$ cat config.mk
export PLATFORM = sky130hd
export DESIGN_NAME = ultrasonic_range_sequencer_top_flat
export DESIGN_NICKNAME = d
export VERILOG_FILES = /design/src/rtl/urs_pkg.sv /design/src/rtl/urs_sample_if.sv /design/src/rtl/urs_result_if.sv /design/src/rtl/ultrasonic_range_sequencer_top.sv /design/src/rtl/urs_cfg.sv /design/src/rtl/urs_core.sv /design/src/flat_wrapper.sv
export SDC_FILE = /design/constraint.sdc
export NUM_CORES = 1
export LEC_CHECK = 0
export BUFFER_PORTS_ARGS = -buffer_cell sky130_fd_sc_hd__buf_2
export CAP_MARGIN = 20
export CORE_UTILIZATION = 55
export CTS_CLUSTER_SIZE = 8
export DETAILED_ROUTE_END_ITERATION = 10
export GPL_ROUTABILITY_DRIVEN = 0
export GPL_TIMING_DRIVEN = 0
export HOLD_SLACK_MARGIN = 0.06
export PLACE_DENSITY = 0.82
export SYNTH_ARGS = -nofsm -noshare
export SYNTH_HDL_FRONTEND = slang
export SYNTH_SLANG_ARGS = --single-unit
$ cat constraint.sdc
create_clock -name clk -period 6.1 [get_ports clk]
set_input_delay 0 -clock clk [delete_from_list [all_inputs] [get_ports clk]]
set_output_delay 0 -clock clk [all_outputs]
set_load 0.02 [all_outputs]
$ cat src/rtl/urs_pkg.sv
`timescale 1ns / 1ps
// ----------------------------------------------------------------------------
// Ultrasonic range sequencer package
// Shared widths, constants, configuration and result types.
// ----------------------------------------------------------------------------
package urs_pkg;

  localparam int CountW = 16;
  localparam int DistW  = 11;

  localparam logic [CountW-1:0] MinIntervalReset  = 16'd40000;
  localparam logic [CountW-1:0] EchoTimeoutReset  = 16'd30000;

  localparam logic [CountW-1:0] TrigLowTicks  = 16'd2;
  localparam logic [CountW-1:0] TrigHighTicks = 16'd10;

  // floor(x / 58) == (x * Div58Mul) >> Div58Shift, exact for all 16-bit x
  localparam int               Div58Shift = 22;
  localparam logic [16:0]      Div58Mul   = 17'd72316;

  // register indexes of the configuration port
  localparam logic CfgMinInterval = 1'b0;
  localparam logic CfgEchoTimeout = 1'b1;

  typedef struct packed {
    logic [CountW-1:0] min_interval_ticks;
    logic [CountW-1:0] echo_timeout_ticks;
  } cfg_t;

  typedef struct packed {
    logic             trigger_level;
    logic [DistW-1:0] distance_cm;
    logic             fresh;
    logic             busy_res;
  } res_t;

  function automatic logic [CountW-1:0] sat_inc(input logic [CountW-1:0] v);
    sat_inc = (&v) ? v : v + 16'd1;
  endfunction

endpackage

$ cat src/rtl/urs_sample_if.sv
`timescale 1ns / 1ps
// ----------------------------------------------------------------------------
// Sample channel
// One tick word: request bit and sampled echo level.
// ----------------------------------------------------------------------------
interface urs_sample_if;
  logic valid;
  logic ready;
  logic request;
  logic echo_level;

  modport source (output valid, output request, output echo_level, input ready);
  modport sink   (input valid, input request, input echo_level, output ready);
endinterface

$ cat src/rtl/urs_result_if.sv
`timescale 1ns / 1ps
// ----------------------------------------------------------------------------
// Result channel
// One result word per tick: trigger level, held distance, fresh, busy.
// ----------------------------------------------------------------------------
interface urs_result_if;
  logic                       valid;
  logic                       ready;
  logic                       trigger_level;
  logic [urs_pkg::DistW-1:0]  distance_cm;
  logic                       fresh;
  logic                       busy_res;

  modport source (output valid, output trigger_level, output distance_cm,
                  output fresh, output busy_res, input ready);
  modport sink   (input valid, input trigger_level, input distance_cm,
                  input fresh, input busy_res, output ready);
endinterface

$ cat src/rtl/ultrasonic_range_sequencer_top.sv
`timescale 1ns / 1ps
// An accepted tick word is held in the input register, and its result word in the output register.
// Throughput: one tick word per cycle while the result side does not stall.
// Reset (rst, synchronous, active high): idle phase, counters and held distance
// zero, interval 40000 and timeout 30000, both word registers empty.
// ----------------------------------------------------------------------------
// Ultrasonic range sequencer top level
// Drives trigger pulses and times echo pulses, one tick per sample word.
// ----------------------------------------------------------------------------
module ultrasonic_range_sequencer_top (
  input  logic                        clk,
  input  logic                        rst,
  input  logic                        cfg_wen,
  input  logic                        cfg_idx,
  input  logic [urs_pkg::CountW-1:0]  cfg_data,
  urs_sample_if.sink                  sample,
  urs_result_if.source                result
);

  urs_pkg::cfg_t cfg;
  urs_pkg::res_t core_res;
  urs_pkg::res_t out_word;

  // input register
  logic in_valid;
  logic in_request;
  logic in_echo;

  // output register
  logic out_valid;
  logic advance;

  // Advance the core whenever a word is held and the output register is free
  // or being emptied this cycle.
  assign advance      = in_valid && (!out_valid || result.ready);
  assign sample.ready = !in_valid || advance;

  urs_cfg u_cfg (
    .clk      (clk),
    .rst      (rst),
    .cfg_wen  (cfg_wen),
    .cfg_idx  (cfg_idx),
    .cfg_data (cfg_data),
    .cfg      (cfg)
  );

  urs_core u_core (
    .clk        (clk),
    .rst        (rst),
    .advance    (advance),
    .request    (in_request),
    .echo_level (in_echo),
    .cfg        (cfg),
    .res        (core_res)
  );

  // Capture the tick word; hold it while the result side stalls.
  always_ff @(posedge clk) begin
    if (rst) begin
      in_valid <= 1'b0;
    end else if (sample.valid && sample.ready) begin
      in_valid <= 1'b1;
    end else if (advance) begin
      in_valid <= 1'b0;
    end
  end

  always_ff @(posedge clk) begin
    if (sample.valid && sample.ready) begin
      in_request <= sample.request;
      in_echo    <= sample.echo_level;
    end
  end

  // Result word register: load on advance, drop once taken.
  always_ff @(posedge clk) begin
    if (rst) begin
      out_valid <= 1'b0;
    end else if (advance) begin
      out_valid <= 1'b1;
    end else if (result.ready) begin
      out_valid <= 1'b0;
    end
  end

  always_ff @(posedge clk) begin
    if (advance) out_word <= core_res;
  end

  assign result.valid         = out_valid;
  assign result.trigger_level = out_word.trigger_level;
  assign result.distance_cm   = out_word.distance_cm;
  assign result.fresh         = out_word.fresh;
  assign result.busy_res      = out_word.busy_res;

endmodule

$ cat src/rtl/urs_cfg.sv
`timescale 1ns / 1ps
// ----------------------------------------------------------------------------
// Configuration registers
// Write-only register file for interval and echo timeout.
// ----------------------------------------------------------------------------
module urs_cfg (
  input  logic                        clk,
  input  logic                        rst,
  input  logic                        cfg_wen,
  input  logic                        cfg_idx,
  input  logic [urs_pkg::CountW-1:0]  cfg_data,
  output urs_pkg::cfg_t               cfg
);

  always_ff @(posedge clk) begin
    if (rst) begin
      cfg.min_interval_ticks <= urs_pkg::MinIntervalReset;
      cfg.echo_timeout_ticks <= urs_pkg::EchoTimeoutReset;
    end else if (cfg_wen) begin
      case (cfg_idx)
        urs_pkg::CfgMinInterval: cfg.min_interval_ticks <= cfg_data;
        urs_pkg::CfgEchoTimeout: cfg.echo_timeout_ticks <= cfg_data;
        default: ;
      endcase
    end
  end

endmodule

$ cat src/rtl/urs_core.sv
`timescale 1ns / 1ps
// ----------------------------------------------------------------------------
// Ranging sequencer core
// Per-tick phase sequencing, echo timing and distance scaling.
// ----------------------------------------------------------------------------
module urs_core (
  input  logic           clk,
  input  logic           rst,
  input  logic           advance,
  input  logic           request,
  input  logic           echo_level,
  input  urs_pkg::cfg_t  cfg,
  output urs_pkg::res_t  res
);

  localparam logic [2:0] PhIdle     = 3'd0;
  localparam logic [2:0] PhTrigLow  = 3'd1;
  localparam logic [2:0] PhTrigHigh = 3'd2;
  localparam logic [2:0] PhWaitLow  = 3'd3;
  localparam logic [2:0] PhWaitHigh = 3'd4;
  localparam logic [2:0] PhMeasure  = 3'd5;

  logic [2:0]                 phase, phase_next;
  logic [urs_pkg::CountW-1:0] phase_count, phase_count_next;
  logic [urs_pkg::CountW-1:0] timeout_count, timeout_count_next;
  logic [urs_pkg::CountW-1:0] since_start, since_start_next;
  logic [urs_pkg::DistW-1:0]  held_distance, held_distance_next;
  logic [urs_pkg::CountW-1:0] timeout_inc;
  logic [32:0]                scaled;
  logic                       waiting;
  logic                       done;
  logic                       trig;
  logic                       fresh;

  assign scaled      = phase_count * urs_pkg::Div58Mul;
  assign timeout_inc = urs_pkg::sat_inc(timeout_count);

  always_comb begin
    phase_next         = phase;
    phase_count_next   = phase_count;
    timeout_count_next = timeout_count;
    since_start_next   = urs_pkg::sat_inc(since_start);
    held_distance_next = held_distance;
    waiting            = 1'b0;
    done               = 1'b0;
    trig               = 1'b0;
    fresh              = 1'b0;

    case (phase)
      PhIdle: begin
        if (request && since_start >= cfg.min_interval_ticks) begin
          since_start_next = '0;
          phase_next       = PhTrigLow;
          phase_count_next = 16'd1;
        end
      end
      PhTrigLow: begin
        phase_count_next = urs_pkg::sat_inc(phase_count);
        if (phase_count_next >= urs_pkg::TrigLowTicks) begin
          phase_next       = PhTrigHigh;
          phase_count_next = '0;
        end
      end
      PhTrigHigh: begin
        trig             = 1'b1;
        phase_count_next = urs_pkg::sat_inc(phase_count);
        if (phase_count_next >= urs_pkg::TrigHighTicks) begin
          phase_next         = PhWaitLow;
          phase_count_next   = '0;
          timeout_count_next = '0;
        end
      end
      PhWaitLow: begin
        waiting = 1'b1;
        if (!echo_level) phase_next = PhWaitHigh;
      end
      PhWaitHigh: begin
        waiting = 1'b1;
        if (echo_level) begin
          phase_next       = PhMeasure;
          phase_count_next = 16'd1;
        end
      end
      PhMeasure: begin
        waiting = 1'b1;
        if (echo_level) begin
          phase_count_next = urs_pkg::sat_inc(phase_count);
        end else begin
          held_distance_next = scaled[urs_pkg::Div58Shift +: urs_pkg::DistW];
          fresh              = 1'b1;
          done               = 1'b1;
        end
      end
      default: phase_next = PhIdle;
    endcase

    if (waiting) begin
      timeout_count_next = timeout_inc;
      // a pulse that ends on the timeout tick still wins
      if (!done && timeout_inc >= cfg.echo_timeout_ticks) begin
        held_distance_next = '0;
        fresh              = 1'b1;
        done               = 1'b1;
      end
      if (done) begin
        phase_next         = PhIdle;
        phase_count_next   = '0;
        timeout_count_next = '0;
      end
    end
  end

  always_ff @(posedge clk) begin
    if (rst) begin
      phase         <= PhIdle;
      phase_count   <= '0;
      timeout_count <= '0;
      since_start   <= '0;
      held_distance <= '0;
    end else if (advance) begin
      phase         <= phase_next;
      phase_count   <= phase_count_next;
      timeout_count <= timeout_count_next;
      since_start   <= since_start_next;
      held_distance <= held_distance_next;
    end
  end

  assign res.trigger_level = trig;
  assign res.distance_cm   = held_distance_next;
  assign res.fresh         = fresh;
  assign res.busy_res      = (phase_next != PhIdle);

endmodule
$ cat src/flat_wrapper.sv
// flat-port wrapper written by rule: the top's interface ports become plain ports
module ultrasonic_range_sequencer_top_flat 
  (clk, rst, cfg_wen, cfg_idx, cfg_data, sample_valid, sample_request, sample_echo_level, sample_ready, result_valid, result_trigger_level, result_distance_cm, result_fresh, result_busy_res, result_ready);
  urs_sample_if sample_i ();
  urs_result_if result_i ();
  input  logic clk;
  input  logic rst;
  input  logic cfg_wen;
  input  logic cfg_idx;
  input  logic [urs_pkg::CountW-1:0] cfg_data;
  input wire logic [$bits(sample_i.valid)-1:0] sample_valid;
  input wire logic [$bits(sample_i.request)-1:0] sample_request;
  input wire logic [$bits(sample_i.echo_level)-1:0] sample_echo_level;
  output wire logic [$bits(sample_i.ready)-1:0] sample_ready;
  output wire logic [$bits(result_i.valid)-1:0] result_valid;
  output wire logic [$bits(result_i.trigger_level)-1:0] result_trigger_level;
  output wire logic [$bits(result_i.distance_cm)-1:0] result_distance_cm;
  output wire logic [$bits(result_i.fresh)-1:0] result_fresh;
  output wire logic [$bits(result_i.busy_res)-1:0] result_busy_res;
  input wire logic [$bits(result_i.ready)-1:0] result_ready;
  assign sample_i.valid = sample_valid;
  assign sample_i.request = sample_request;
  assign sample_i.echo_level = sample_echo_level;
  assign sample_ready = sample_i.ready;
  assign result_valid = result_i.valid;
  assign result_trigger_level = result_i.trigger_level;
  assign result_distance_cm = result_i.distance_cm;
  assign result_fresh = result_i.fresh;
  assign result_busy_res = result_i.busy_res;
  assign result_i.ready = result_ready;
  ultrasonic_range_sequencer_top u_core (.clk(clk), .rst(rst), .cfg_wen(cfg_wen), .cfg_idx(cfg_idx), .cfg_data(cfg_data), .sample(sample_i), .result(result_i));
endmodule
==> flow_metrics.py <==
metrics = {
    "floorplanning": {
        "start_util": 0.570,
        "dieArea_sq_mm": 0.0203,
        "num_rows": 50,
        "die_w_um": 142,
        "io_pins": 40,
        "core_area_sq_mm": 0.0190,
        "die_y_um": 142,
    },
    "cells_and_area": {
        "syn2layout_area_growth_pct": 11.0,
        "drive_above_1_share": 0.0901,
        "nFillCells": 1560,
        "layout_commonest_cell": "inv_1",
        "stdcell_count": 1584,
        "most-common-layout-cells": "inv_1, ha_1, nand2_1, nor2_1, dfxtp_1",
        "fin_nets": 1578,
    },
    "drt": {
        "drt_iter0_drc": 659,
        "wl_per_cell_um": 17.1,
        "ant_nets": 0,
        "firstDrtPassIters": 5,
        "wl_um": 27000,
        "vias": 9275,
        "viasPerCell": 5.86,
        "remaining_drc_errors": 0,
    },
    "pwr": {
        "p_leak_nw": 6.03,
        "finalPower_mw": 1.50,
        "ir_drop_uv": 123,
        "powerDensity_mw_per_mm2": 125,
    },
    "clocking": {
        "clock_latency_ps": 360,
        "htreeDepth": 3,
        "cts.sinks": 112,
        "tritoncts": "done",
        "clkTransAtPathRegs_ps": 80,
        "ctsLongestPathBuffers": 2,
        "numCtsBuffers": 9,
        "cts-root-buf": "clkbuf_16",
    },
    "placement": {
        "hpwl_um": 20000,
        "port_buffers": 38,
        "place_ws_ps": -651,
        "dp_cells": 1540,
    },
    "synthesis": {
        "yosysUniqueCellTypes": 76,
        "yosys_most_used_dff": "dfxtp_1",
        "synthesis.nets": 1503,
        "async_flop_share": 0,
        "syn-instance-count": 1241,
        "avgSynthCellArea_sq_um": 8.73,
        "yosysWarningCount": 0,
        "netlist_area_sq_mm": 0.0108,
        "ys_seq_area_frac": 0.222,
        "yosysTopAreaCellShare": 0.186,
        "synth_area_leaders": "ha_1, dfxtp_1, fa_1",
        "yosysTopAreaCell": "ha_1",
        "ys_ff_latch": 112,
        "synth-edff-count": 16,
    },
    "critical_path": {
        "critical_path.endpoint_type": "register",
        "critPathKind": "register to register",
        "reg2reg_depth": 20,
        "worst-path-max-fanout": 10,
        "timing.rr.end": "u_core.result.distance_cm[10]",
        "setup.worst_path.start": "u_core.u_core.phase_count[13]",
        "worst_r2r_startpoint": "u_core.u_core.phase_count[13]",
        "cp.arrival_ps": 5960,
        "endpoint": "u_core.result.distance_cm[10]",
        "crit_required_ps": 6200,
        "start_kind": "register",
        "r2r_setup_slack_ps": 250,
    },
    "timing": {
        "fin_skew_ps": 9.42,
        "worst_pin_slew_ps": 793,
        "fin_crit_ps": 5850,
        "max_freq_mhz": 171,
        "fin_crit_sh": 0.960,
        "hold_violations": 0,
        "grt_setup_unrepaired": "no",
        "drv_slew": 0,
        "maxSlewHeadroom": 0.471,
        "finalWorstSetupSlack_ps": 245,
        "setup_violations": 0,
        "setup_tns_ps": 0,
    },
    "global_routing": {
        "grt_max_degree": 24,
        "grt_antenna_before_repair": 1,
        "grt_pass1_vias": 9309,
        "grt_usage": 0.280,
        "grt_pass1_wl_um": 44700,
        "grt_overflow": 0,
    },
    "run_status": {
        "outcome": "completed",
    },
    "job": {
        "cap_violations": 0,
    },
    "min_path": {
        "hold_class": "input pin to register",
    },
}
logic make-up after synthesis:
family                     synth area share
muxes                               0.00578
buffers and inverters                0.0737
DFF                                   0.222
adders and majority gates             0.328
and+or+nand+nor                       0.177
xor gates and xnor gates             0.0460
AOI/OAI and AO/OA                     0.147
flip-flops by register name, summed over array words and instances, names as in the netlist, 3 cells and up:
signal / flops
u_core.u_cfg.cfg: 32
u_core.u_core.timeout_count: 16
u_core.u_core.held_distance: 11
u_core.u_core.since_start: 16
u_core.u_core.phase_count: 16
u_core.u_core.phase: 3
u_core.result.distance_cm: 11
worst min path at each step:
stage	slack [ps]	end	cells after the start	startpoint
floorplan	100	u_core.in_echo	0	sample_echo_level
global placement	180	u_core.in_echo	1	sample_echo_level
detailed placement	180	u_core.in_echo	1	sample_echo_level
CTS	80	u_core.u_cfg.cfg[16]	4	cfg_idx
global route	140	u_core.u_cfg.cfg[16]	4	cfg_idx
finish	90	u_core.u_cfg.cfg[16]	4	cfg_idx
Yosys cell counts (9+ instances only):
master,n
inv_1,168
ha_1,161
nand2_1,113
dfxtp_1,96
a21oi_1,86
nor2_1,85
fa_1,77
o21ai_0,53
nand3_1,31
xnor2_1,29
clkbuf_1,27
xor2_1,26
nor3_1,23
nand4_1,22
and2_1,16
edfxtp_1,16
a21o_1,13
nand2b_1,13
or3_1,13
a22oi_1,10
and3_1,10
nor2b_1,10
nand3b_1,9
metrics by stage:
| step | util | hold WS [ps] | area [sq um] |
|---|---|---|---|
| 2_1_floorplan | - | 98.9 | 10800 |
| 3_3_place_gp | 0.597 | 179 | 11300 |
| 3_5_place_dp | 0.597 | 179 | 11400 |
| 4_1_cts | 0.627 | 75.9 | 11900 |
| 5_1_grt | 0.632 | 144 | 12000 |
| 6_report | 0.632 | 87.1 | 12000 |
layer usage:
metal	GRT usage	up-vias	wire [um]
li1	-	4430	-
met1	0.362	4356	11700
met2	0.457	390	12400
met3	0.0474	99	1780
met4	0.133	0	1110
met5	0	-	0
what timing repair did:
action / in CTS / in global routing
setup buffers: 0 / 1
setup endpoints to repair: 20 / 16
endpoints found under the hold margin: 38 / 0
pin swaps: 0 / 3
hold buffers: 23 / 0
gates resized for setup: 20 / 15
power breakdown:
group	total [mW]	internal (mW)	leakage, nW	switching, mW
clock network	0.587	0.295	0.137	0.292
registers	0.773	0.763	0.937	0.0104
logic	0.138	0.0528	4.96	0.0848
total	1.50	1.11	6.03	0.387
cell type report:
cell class	count	area (sq um)	share of cell area
multi-input combinational	924	7730	0.642
sequential	112	2430	0.202
inverter	168	631	0.0524
timing repair buffer	64	450	0.0375
tap	260	325	0.0271
clock buffer	10	239	0.0199
buffer	37	168	0.0139
clock inverter	6	52.6	0.00437
antenna	3	7.51	0.000624
worst max-delay path, stage by stage (launching register included):
cell	delay [ps]
dfxtp_4	420
fa_1	540
inv_1	50
fa_1	490
inv_1	60
fa_1	560
fa_1	460
fa_1	540
inv_1	60
fa_1	540
inv_1	70
ha_4	310
nand4_1	120
a21oi_2	240
o2111ai_4	210
nand3_1	130
o221ai_2	130
o21ai_2	200
a21oi_1	100
xnor2_1	160
a22o_1	210
Power figures use the tool's default switching activity.
